$ cat src/hdl/sha256_pkg.sv
// ----------------------------------------------------------------------------
// SHA-256 package
// Round constants, initial hash values and round helper functions.
// ----------------------------------------------------------------------------
`default_nettype none
package sha256_pkg;

  localparam int unsigned BlockBytes = 64;
  localparam int unsigned Rounds     = 64;
  localparam int unsigned DigestWords = 8;
  localparam logic [7:0]  PadByte    = 8'h80;

  typedef logic [31:0] word_t;

  localparam word_t InitWords [8] = '{
    32'h6A09E667, 32'hBB67AE85, 32'h3C6EF372, 32'hA54FF53A,
    32'h510E527F, 32'h9B05688C, 32'h1F83D9AB, 32'h5BE0CD19
  };

  localparam word_t RoundK [64] = '{
    32'h428a2f98, 32'h71374491, 32'hb5c0fbcf, 32'he9b5dba5,
    32'h3956c25b, 32'h59f111f1, 32'h923f82a4, 32'hab1c5ed5,
    32'hd807aa98, 32'h12835b01, 32'h243185be, 32'h550c7dc3,
    32'h72be5d74, 32'h80deb1fe, 32'h9bdc06a7, 32'hc19bf174,
    32'he49b69c1, 32'hefbe4786, 32'h0fc19dc6, 32'h240ca1cc,
    32'h2de92c6f, 32'h4a7484aa, 32'h5cb0a9dc, 32'h76f988da,
    32'h983e5152, 32'ha831c66d, 32'hb00327c8, 32'hbf597fc7,
    32'hc6e00bf3, 32'hd5a79147, 32'h06ca6351, 32'h14292967,
    32'h27b70a85, 32'h2e1b2138, 32'h4d2c6dfc, 32'h53380d13,
    32'h650a7354, 32'h766a0abb, 32'h81c2c92e, 32'h92722c85,
    32'ha2bfe8a1, 32'ha81a664b, 32'hc24b8b70, 32'hc76c51a3,
    32'hd192e819, 32'hd6990624, 32'hf40e3585, 32'h106aa070,
    32'h19a4c116, 32'h1e376c08, 32'h2748774c, 32'h34b0bcb5,
    32'h391c0cb3, 32'h4ed8aa4a, 32'h5b9cca4f, 32'h682e6ff3,
    32'h748f82ee, 32'h78a5636f, 32'h84c87814, 32'h8cc70208,
    32'h90befffa, 32'ha4506ceb, 32'hbef9a3f7, 32'hc67178f2
  };

  function automatic word_t rotr(input word_t x, input int unsigned n);
    rotr = (x >> n) | (x << (32 - n));
  endfunction

  function automatic word_t sig0(input word_t x);
    sig0 = rotr(x, 7) ^ rotr(x, 18) ^ (x >> 3);
  endfunction

  function automatic word_t sig1(input word_t x);
    sig1 = rotr(x, 17) ^ rotr(x, 19) ^ (x >> 10);
  endfunction

  function automatic word_t bsig0(input word_t x);
    bsig0 = rotr(x, 2) ^ rotr(x, 13) ^ rotr(x, 22);
  endfunction

  function automatic word_t bsig1(input word_t x);
    bsig1 = rotr(x, 6) ^ rotr(x, 11) ^ rotr(x, 25);
  endfunction

  // Sequencer states, one-hot.
  typedef enum logic [6:0] {
    ST_IDLE  = 7'b0000001,
    ST_PAD   = 7'b0000010,
    ST_LOAD  = 7'b0000100,
    ST_ROUND = 7'b0001000,
    ST_ADD   = 7'b0010000,
    ST_EMIT  = 7'b0100000,
    ST_PAD2  = 7'b1000000
  } state_t;

endpackage
`default_nettype wire

$ cat src/hdl/sha256_stream_hasher.sv
// ----------------------------------------------------------------------------
// SHA-256 stream hasher
// Hashes a byte stream with one shared round unit; emits eight digest words.
// ----------------------------------------------------------------------------
//
//  Channel | Ports                                    | Direction
//  --------+------------------------------------------+----------
//  input   | in_valid, in_stall, in_data_byte,        | in
//          | in_has_byte, in_last                     |
//  result  | out_valid, out_stall, out_digest_word,   | out
//          | out_word_index, out_last_word            |
//
// A word that neither completes a block nor is last leaves the sequencer idle. A
// word that completes a block passes through the load, round and add states.
// A last word writes the padding one byte per cycle from the fill point to the
// end of the block, runs one or two compressions, then presents the eight
// digest words, one per cycle while out_stall is low.
// Reset restores the initial hash values and clears the byte count; in_stall
// is high whenever the sequencer is not idle.
`default_nettype none
module sha256_stream_hasher
  import sha256_pkg::*;
(
  input  wire logic        clk,
  input  wire logic        rst_n,
  input  wire logic        in_valid,
  output logic             in_stall,
  input  wire logic [7:0]  in_data_byte,
  input  wire logic        in_has_byte,
  input  wire logic        in_last,
  output logic             out_valid,
  input  wire logic        out_stall,
  output logic [31:0]      out_digest_word,
  output logic [2:0]       out_word_index,
  output logic             out_last_word
);

  state_t      state_r, state_nxt;
  word_t       chain_r [8];
  word_t       hv_r [8];            // a..h
  word_t       w_r [16];            // rolling schedule window
  word_t       buf_r [16];          // block buffer, big-endian bytes per word
  logic [60:0] count_r;
  logic [5:0]  ptr_r;               // padding write position
  logic [5:0]  rnd_r;
  logic [2:0]  oidx_r;
  logic        fin_r;               // compression belongs to finalization
  logic        two_r;               // first of two final blocks
  logic        go;

  assign in_stall = (state_r != ST_IDLE);
  assign go       = in_valid && (state_r == ST_IDLE);

  // Byte the padding sweep writes at ptr_r: 0x80 at the fill point, the
  // length bytes in the last eight slots of the final block, zeros elsewhere.
  logic [63:0] bits;
  logic [7:0]  pad_byte;
  assign bits = {count_r, 3'b000};
  always_comb begin
    pad_byte = 8'h00;
    if (state_r == ST_PAD && ptr_r == count_r[5:0]) begin
      pad_byte = PadByte;
    end else if (!two_r && ptr_r[5:3] == 3'b111) begin
      pad_byte = bits[8 * (7 - ptr_r[2:0]) +: 8];
    end
  end

  // Round datapath.
  word_t w_cur, t1, t2;
  always_comb begin
    if (rnd_r[5:4] == 2'b00) begin
      w_cur = w_r[rnd_r[3:0]];
    end else begin
      w_cur = w_r[rnd_r[3:0]] + sig1(w_r[rnd_r[3:0] - 4'd2])
            + w_r[rnd_r[3:0] - 4'd7] + sig0(w_r[rnd_r[3:0] - 4'd15]);
    end
    t1 = hv_r[7] + bsig1(hv_r[4]) + ((hv_r[4] & hv_r[5]) ^ (~hv_r[4] & hv_r[6]))
       + RoundK[rnd_r] + w_cur;
    t2 = bsig0(hv_r[0])
       + ((hv_r[0] & hv_r[1]) ^ (hv_r[0] & hv_r[2]) ^ (hv_r[1] & hv_r[2]));
  end

  always_comb begin
    state_nxt = state_r;
    case (state_r)
      ST_IDLE: begin
        if (go) begin
          if (in_has_byte && count_r[5:0] == 6'd63) begin
            state_nxt = ST_LOAD;
          end else if (in_last) begin
            state_nxt = ST_PAD;
          end
        end
      end
      ST_PAD:   if (ptr_r == 6'd63) state_nxt = ST_LOAD;
      ST_PAD2:  if (ptr_r == 6'd63) state_nxt = ST_LOAD;
      ST_LOAD:  state_nxt = ST_ROUND;
      ST_ROUND: if (rnd_r == 6'd63) state_nxt = ST_ADD;
      ST_ADD: begin
        if (fin_r && two_r)  state_nxt = ST_PAD2;
        else if (fin_r)      state_nxt = ST_EMIT;
        else if (two_r)      state_nxt = ST_PAD;   // last word filled a block
        else                 state_nxt = ST_IDLE;
      end
      ST_EMIT:  if (!out_stall && oidx_r == 3'd7) state_nxt = ST_IDLE;
      default:  state_nxt = ST_IDLE;
    endcase
  end

  // Buffer writes, the schedule load and the round updates.
  always_ff @(posedge clk) begin
    if (go && in_has_byte) begin
      buf_r[count_r[5:2]][8 * (3 - count_r[1:0]) +: 8] <= in_data_byte;
    end
    if (state_r == ST_PAD || state_r == ST_PAD2) begin
      if (state_r == ST_PAD2 || ptr_r >= count_r[5:0]) begin
        buf_r[ptr_r[5:2]][8 * (3 - ptr_r[1:0]) +: 8] <= pad_byte;
      end
    end
    if (state_r == ST_LOAD) begin
      for (int i = 0; i < 16; i++) w_r[i] <= buf_r[i];
      for (int i = 0; i < 8; i++) hv_r[i] <= chain_r[i];
    end
    if (state_r == ST_ROUND) begin
      w_r[rnd_r[3:0]] <= w_cur;
      hv_r[0] <= t1 + t2;
      hv_r[1] <= hv_r[0];
      hv_r[2] <= hv_r[1];
      hv_r[3] <= hv_r[2];
      hv_r[4] <= hv_r[3] + t1;
      hv_r[5] <= hv_r[4];
      hv_r[6] <= hv_r[5];
      hv_r[7] <= hv_r[6];
    end
  end

  always_ff @(posedge clk) begin
    if (!rst_n) begin
      state_r <= ST_IDLE;
      count_r <= '0;
      ptr_r   <= '0;
      rnd_r   <= '0;
      oidx_r  <= '0;
      fin_r   <= 1'b0;
      two_r   <= 1'b0;
      for (int i = 0; i < 8; i++) chain_r[i] <= InitWords[i];
    end else begin
      state_r <= state_nxt;
      case (state_r)
        ST_IDLE: begin
          if (go) begin
            if (in_has_byte) count_r <= count_r + 61'd1;
            fin_r  <= in_last && !(in_has_byte && count_r[5:0] == 6'd63);
            // On a block-completing byte two_r flags a pending last item;
            // otherwise it marks a fill point too late for the length field.
            two_r  <= in_last && ((in_has_byte && count_r[5:0] == 6'd63) ||
                      ((in_has_byte ? count_r[5:0] + 6'd1 : count_r[5:0]) > 6'd55));
            ptr_r  <= in_has_byte ? count_r[5:0] + 6'd1 : count_r[5:0];
          end
        end
        ST_PAD, ST_PAD2: begin
          ptr_r <= ptr_r + 6'd1;
          if (ptr_r == 6'd63) rnd_r <= '0;
        end
        ST_ROUND: rnd_r <= rnd_r + 6'd1;
        ST_ADD: begin
          for (int i = 0; i < 8; i++) chain_r[i] <= chain_r[i] + hv_r[i];
          ptr_r <= '0;
          if (fin_r && two_r) begin
            two_r <= 1'b0;
          end else if (!fin_r && two_r) begin
            fin_r <= 1'b1;
            two_r <= 1'b0;  // fill is zero after a full block
          end
          oidx_r <= '0;
        end
        ST_EMIT: begin
          if (!out_stall) begin
            oidx_r <= oidx_r + 3'd1;
            if (oidx_r == 3'd7) begin
              for (int i = 0; i < 8; i++) chain_r[i] <= InitWords[i];
              count_r <= '0;
              fin_r   <= 1'b0;
            end
          end
        end
        default: ;
      endcase
    end
  end

  assign out_valid       = (state_r == ST_EMIT);
  assign out_digest_word = chain_r[oidx_r];
  assign out_word_index  = oidx_r;
  assign out_last_word   = (oidx_r == 3'd7);

  ap_no_accept_busy: assert property (@(posedge clk) disable iff (!rst_n)
    (state_r != ST_IDLE) |-> in_stall)
    else $error("input accepted while busy");
  ap_emit_last: assert property (@(posedge clk) disable iff (!rst_n)
    (out_valid && !out_stall && out_last_word) |=> (state_r == ST_IDLE))
    else $error("sequencer did not return to idle after digest");
  ap_round_done: assert property (@(posedge clk) disable iff (!rst_n)
    (state_r == ST_ROUND && rnd_r == 6'd63) |=> (state_r == ST_ADD))
    else $error("compression did not end after 64 rounds");

endmodule
`default_nettype wire

$ cat config.mk
export PLATFORM = sky130hd
export DESIGN_NAME = sha256_stream_hasher
export DESIGN_NICKNAME = d
export VERILOG_FILES = /design/src/hdl/sha256_pkg.sv /design/src/hdl/sha256_stream_hasher.sv
export SDC_FILE = /design/constraint.sdc
export NUM_CORES = 2
export LEC_CHECK = 0
export BUFFER_PORTS_ARGS = -buffer_cell sky130_fd_sc_hd__buf_4
export CAP_MARGIN = 10
export CORE_UTILIZATION = 40
export CTS_CLUSTER_SIZE = 20
export DETAILED_ROUTE_END_ITERATION = 8
export PLACE_DENSITY_LB_ADDON = 0.3
export SLEW_MARGIN = 20
export SYNTH_ARGS = -nofsm -noshare
export SYNTH_HDL_FRONTEND = slang
export SYNTH_SLANG_ARGS = --single-unit
$ cat constraint.sdc
create_clock -name clk -period 39.3 [get_ports clk]
set_clock_uncertainty 0.05 [all_clocks]
set_input_delay 0 -clock clk [delete_from_list [all_inputs] [get_ports clk]]
set_output_delay 0 -clock clk [all_outputs]
set_load 0.03 [all_outputs]
# After elaboration in Yosys (flattened, before gate mapping)
# Memory sizes are Yosys's and may differ from the RTL's. A register that Yosys moved wholly into a read port is not among the register bits.
# Index checks and enable logic that the tools add are counted.
[op_classes]
addsub = 31
order_cmp = 3
eq_ne = 25
shift = 5
mux = 89
n_bitwise = 52
reduce_logical = 34
[op_table]
columns = ["cell", "n"]
rows = [
  ["2-to-1 mux 32 bit", 32],
  ["adder 32 bit", 18],
  ["XOR 32 bit", 9],
  ["2-to-1 mux 61 bit", 4],
  ["AND 32 bit", 5],
  ["case mux 61 bit (2 select lines)", 1],
  ["negator 32 -> 34 bit", 2],
  ["variable shift 8 x 34 -> 32 bit, first input constant", 2],
  ["indexed part select 8 x 34 -> 32 bit", 2],
  ["OR reduction 32 bit", 2],
  ["indexed part select 64 x 33 -> 8 bit", 1],
  ["adder 61 x 1 -> 61 bit, second input constant", 1],
  ["2-to-1 mux 7 bit", 7],
  ["case mux 7 bit (6 select lines)", 1],
  ["inverter 32 bit", 1],
  ["bitwise OR 10 x 32 -> 32 bit", 1],
  ["bitwise OR 13 x 32 -> 32 bit", 1],
  ["bitwise OR 14 x 32 -> 32 bit", 1],
  ["bitwise OR 15 x 32 -> 32 bit", 1],
  ["bitwise OR 19 x 32 -> 32 bit", 1],
  ["bitwise OR 21 x 32 -> 32 bit", 1],
  ["bitwise OR 25 x 32 -> 32 bit", 1],
  ["bitwise OR 26 x 32 -> 32 bit", 1],
  ["bitwise OR 30 x 32 -> 32 bit", 1],
  ["other kinds (52)", 142],
]
[word_totals]
regBits = 85
mem_bits_rw = 1536
rom_bits = 2048
in_bits = 14
output_inout_bits = 38
elab_cells = 251
memories = 5
[mem_list]
columns = ["memory", "words", "width", "read_ports", "rd_clocked_by_memory_dff", "write_ports", "line_no", "text"]
rows = [
  ["(no name shown)", 64, 32, 1, 0, 0, "sha256_stream_hasher.sv:78", "+ RoundK[rnd_r] + w_cur;"],
  ["buf_r", 16, 32, 16, 0, 1, "sha256_stream_hasher.sv:42", "word_t buf_r [16];"],
  ["w_r", 16, 32, 4, 1, 16, "sha256_stream_hasher.sv:41", "word_t w_r [16];"],
  ["chain_r", 8, 32, 9, 1, 8, "sha256_stream_hasher.sv:39", "word_t chain_r [8];"],
  ["hv_r", 8, 32, 8, 0, 8, "sha256_stream_hasher.sv:40", "word_t hv_r [8];"],
]

# Longest topological paths before layout
# An unclocked memory read counts as a cell.
[logic_depth]
ltp_word = 12
mapped_depth = 59
depth_no_buf = 54

# Least setup slack after synthesis
# Ideal clock, no wire load.
[synth_timing]
path_type = "reg-to-reg"
startpoint = "register rnd_r[1]"
endpoint = "memory hv_r[0][31] (netlist name) (data pin)"
setup_ns = 0.263
arrival_ns = 12.919
required_time_ns = 38.987
setup_slack_ns = 26.068
stages_incl_launch_ff = 56
path_buffers = 8
synth_period_minus_slack_ns = 13.232
path_cell_list = "dfxtp_1 > clkbuf_1 > clkbuf_1 > inv_1 > ha_1 > buf_2 > clkbuf_1 > clkbuf_1 > clkbuf_1 > clkbuf_1 > mux4_2 > mux4_2 > fa_1 > inv_1 > fa_1 > inv_1 > ha_1 > a21o_1 > (+20 left out) > o21ai_0 > a21oi_1 > xnor2_1 > inv_1 > fa_1 > inv_1 > ha_1 > nand2_1 > or3_1 > a31oi_1 > o221ai_1 > nand2b_1 > o311ai_1 > a221o_1 > a21oi_1 > xnor2_1 > xnor2_1 > o21ai_1"
[synth_rtl]
columns = ["item", "line_no", "text"]
rows = [
  ["from (decl)", "sha256_stream_hasher.sv:45", "logic [5:0] rnd_r;"],
  ["from (signal assigned)", "sha256_stream_hasher.sv:165", "ST_ROUND: rnd_r <= rnd_r + 6'd1;"],
  ["to (decl)", "sha256_stream_hasher.sv:40", ""],
]

==> results.ini <==
[status]
status = finished, final reports clean

[routing]
route.met3.wl_um = 52400
highest-signal-layer = met5
firstDrtPassIters = 6
wl_per_cell_um = 30.2
wirelength_um = 385000
drt_iter0_markers = 12043
avgViaCountPerCell = 6.32
wl_met1_um = 152000
wl_met2_um = 163000
ant_nets = 0
vias = 80581
drc_errors = 0

[worst_setup_path]
arrival_ns = 16.30
r2r_end = hv_r[0][31]
cp_max_fo = 50
critPathLaunchType = flip-flop
max_stage_delay_ns = 0.85
critPathSlowestCell = dfxtp_4
end_kind = flip-flop
cp.buffers_inverters = 9
path_class = flip-flop to flip-flop
timing.rr.start = rnd_r[1]
reg2reg_depth = 47
reg2reg_slack_ns = 23.56
crit_family = adder cells
cp.required_ns = 39.86
crit_top_cell = inv_1

[floorplanning]
die_h_um = 511
core_area_um2 = 257000
dieArea_um2 = 261000
io_pins = 52
fp-row-count = 186
dieWidth_um = 511
initial_core_util_pct = 40.3

[clock_network]
clock-root-buffer = clkbuf_16
worstSkewPairLatency_ns = 0.91
cts_buffers = 180
cts_resized = 0
cts_sinks = 1628
cts_tree = done
clkTransAtPathRegs_ns = 0.07
cts_max_level = 4
clk_path_buf_depth = 3

[worst_hold_path]
hold_depth = 6
hp-class = primary input to flip-flop
hold_end = state_r[4]
min_from = in_last

[yosys]
synth_cells = 9319
netlist_area_um2 = 104000
ys_types = 98
ys_seq_area_share_pct = 45.1
syn-num-nets = 9944
synth_ff_type = edfxtp_1
synth.avg_cell_area_um2 = 11.1
ys_ff_latch = 1628
synth-async-reset-ratio_pct = 0
synth_edf_count = 1408
ys_warn_count = 0

[timing]
setup_viol = 0
fin_setup_tns_ns = 0
slew_viol_final = 0
min_period_over_period_pct = 40.1
worstMarginPinSlew_ns = 1.22
period_needed_ns = 15.74
max_freq_mhz = 63.5
max_slew_margin_pct = 16.4
rsz0062_at_grt = no
holdWs_ns = 0.113
finalHoldViolations = 0

[job]
cap_violations = 0

[layout]
final_cells = 12746
fin_nets = 9827
areaGrowthSynthToFinish_pct = 10.3
fillers = 23568
drive_gt1_share_pct = 14.2

[power]
leakage_nw = 41.5
power_density_nw_per_um2 = 35.0
peakVddDrop_v = 0.0000411

[global_routing]
grt_pass1_wl_um = 548000
antenna_found_initial = 19
overflow = 0
track_usage_pct = 28.8
grt_max_degree = 104
grt_pass1_vias = 75499

[place]
dp_cells = 12384
place_hpwl_um = 273000
gp_congestion = 1.01
io_buffers = 51

## power breakdown
group          internal (W)  switching, W  total [W]
Combinational      0.000116      0.000222   0.000338
Sequential          0.00189     0.0000149    0.00190
Clock              0.000987      0.000773    0.00176
## sequential cells by signal, summed over array words and instances, names as in the netlist, 3 cells and up, named ones only
register	count
rnd_r	6
buf_r	512
w_r	512
count_r	61
state_r	7
ptr_r	6
chain_r	256
hv_r	256
out_word_index	3
## synthesized netlist by cell type (69+ instances only)
cell type / number / area share, %
a21oi_1: 445 / 2.2
nor3_1: 132 / 0.64
nand2b_1: 69 / 0.42
o21ai_0: 852 / 4.1
inv_1: 463 / 1.7
xor2_1: 233 / 2.0
mux2_2: 85 / 0.92
mux4_2: 578 / 13
fa_1: 197 / 3.8
nand3_1: 141 / 0.68
xnor2_1: 369 / 3.1
dfxtp_1: 220 / 4.3
buf_1: 81 / 0.29
o21a_1: 71 / 0.51
edfxtp_1: 1408 / 41
nand2_1: 1583 / 5.7
clkbuf_1: 468 / 1.7
ha_1: 414 / 5.0
a21o_1: 198 / 1.4
nor2_1: 439 / 1.6
## routing by layer
metal | GRT usage (%) | vias up
li1 | - | 33924
met1 | 39.8 | 40136
met3 | 8.85 | 917
met4 | 11.5 | 10
met5 | 0.274 | -
met2 | 41.9 | 5594
## worst max path at each step
stage	cells after the start	endpoint	startpoint	slack [ns]
floorplan	55	hv_r[0][31]	rnd_r[1]	26.07
global placement	49	hv_r[0][31]	rnd_r[1]	23.64
detailed placement	49	hv_r[0][31]	rnd_r[1]	23.45
CTS	49	hv_r[0][31]	rnd_r[1]	23.40
global route	47	hv_r[0][31]	rnd_r[1]	22.80
finish	47	hv_r[0][31]	rnd_r[1]	23.56
## final cells by class
type / count / area [um2] / area share, %
antenna: 7 / 17.5 / 0.0153
tap: 3384 / 4230 / 3.71
multi-input combinational: 6656 / 53400 / 46.7
sequential: 1628 / 46700 / 40.9
timing repair buffer: 269 / 2090 / 1.83
clock inverter: 121 / 1330 / 1.17
clock buffer: 214 / 4690 / 4.11
inverter: 467 / 1760 / 1.54
## cells in the final DEF (no fill, tap or decap), types with 46 or more instances in the layout
master        n
fa_1        197
mux2_2       85
buf_4       248
a211oi_1     46
nand2_1    1564
a21o_1      198
xnor2_1     369
o211ai_1     50
a21oi_1     443
inv_1       461
dfxtp_1     207
a31oi_1      61
clkbuf_16   181
o21a_1       71
nand2b_1     69
mux4_2      578
xor2_1      233
nor3_1      132
and3_1       49
o21ai_0     850
edfxtp_1   1408
nor2_1      418
nand3_1     124
ha_1        410
or3_1        50
o21bai_1     46
nor2b_1      68
## worst reg2reg max path: cells and delay by family, from the launching register on
family | cells | cell delay [ns]
AND/OR/NAND/NOR | 5 | 0.88
flip-flops | 1 | 0.85
buffers and inverters | 9 | 2.66
multiplexers | 3 | 1.83
adder cells (fa/ha/maj) | 9 | 4.24
XOR/XNOR | 6 | 1.00
AO/OA/AOI/OAI | 15 | 3.96
## timing repair
item                      CTS  global route
setup buffers               0             0
hold buffers               18             0
hold endpoints to repair  504             0
## per-stage QoR
step	utilization (%)	worst slack [ns]	power, W	instance area (um2)
3_3_place_gp	42.0	23.64	0.00226	108000
5_1_grt	44.4	22.80	0.00409	114000
2_1_floorplan	-	26.07	0.00216	104000
6_report	44.5	23.56	0.00400	114000
4_1_cts	44.4	23.40	0.00400	114000
3_5_place_dp	42.0	23.45	0.00226	108000
## kinds of logic (layout without fill, tap and decap cells)
group,after synthesis,in the layout,synth area share (%)
compound gates,2052,2052,11.9
simple gates,2663,2663,11.0
other cells,0,7,0
flops,1628,1628,45.1
fa+ha+maj,616,616,8.86
xor+xnor,606,606,5.19
buf+inv,1035,1071,3.79
mux,719,719,14.2
(Power assumes the default switching activity.)
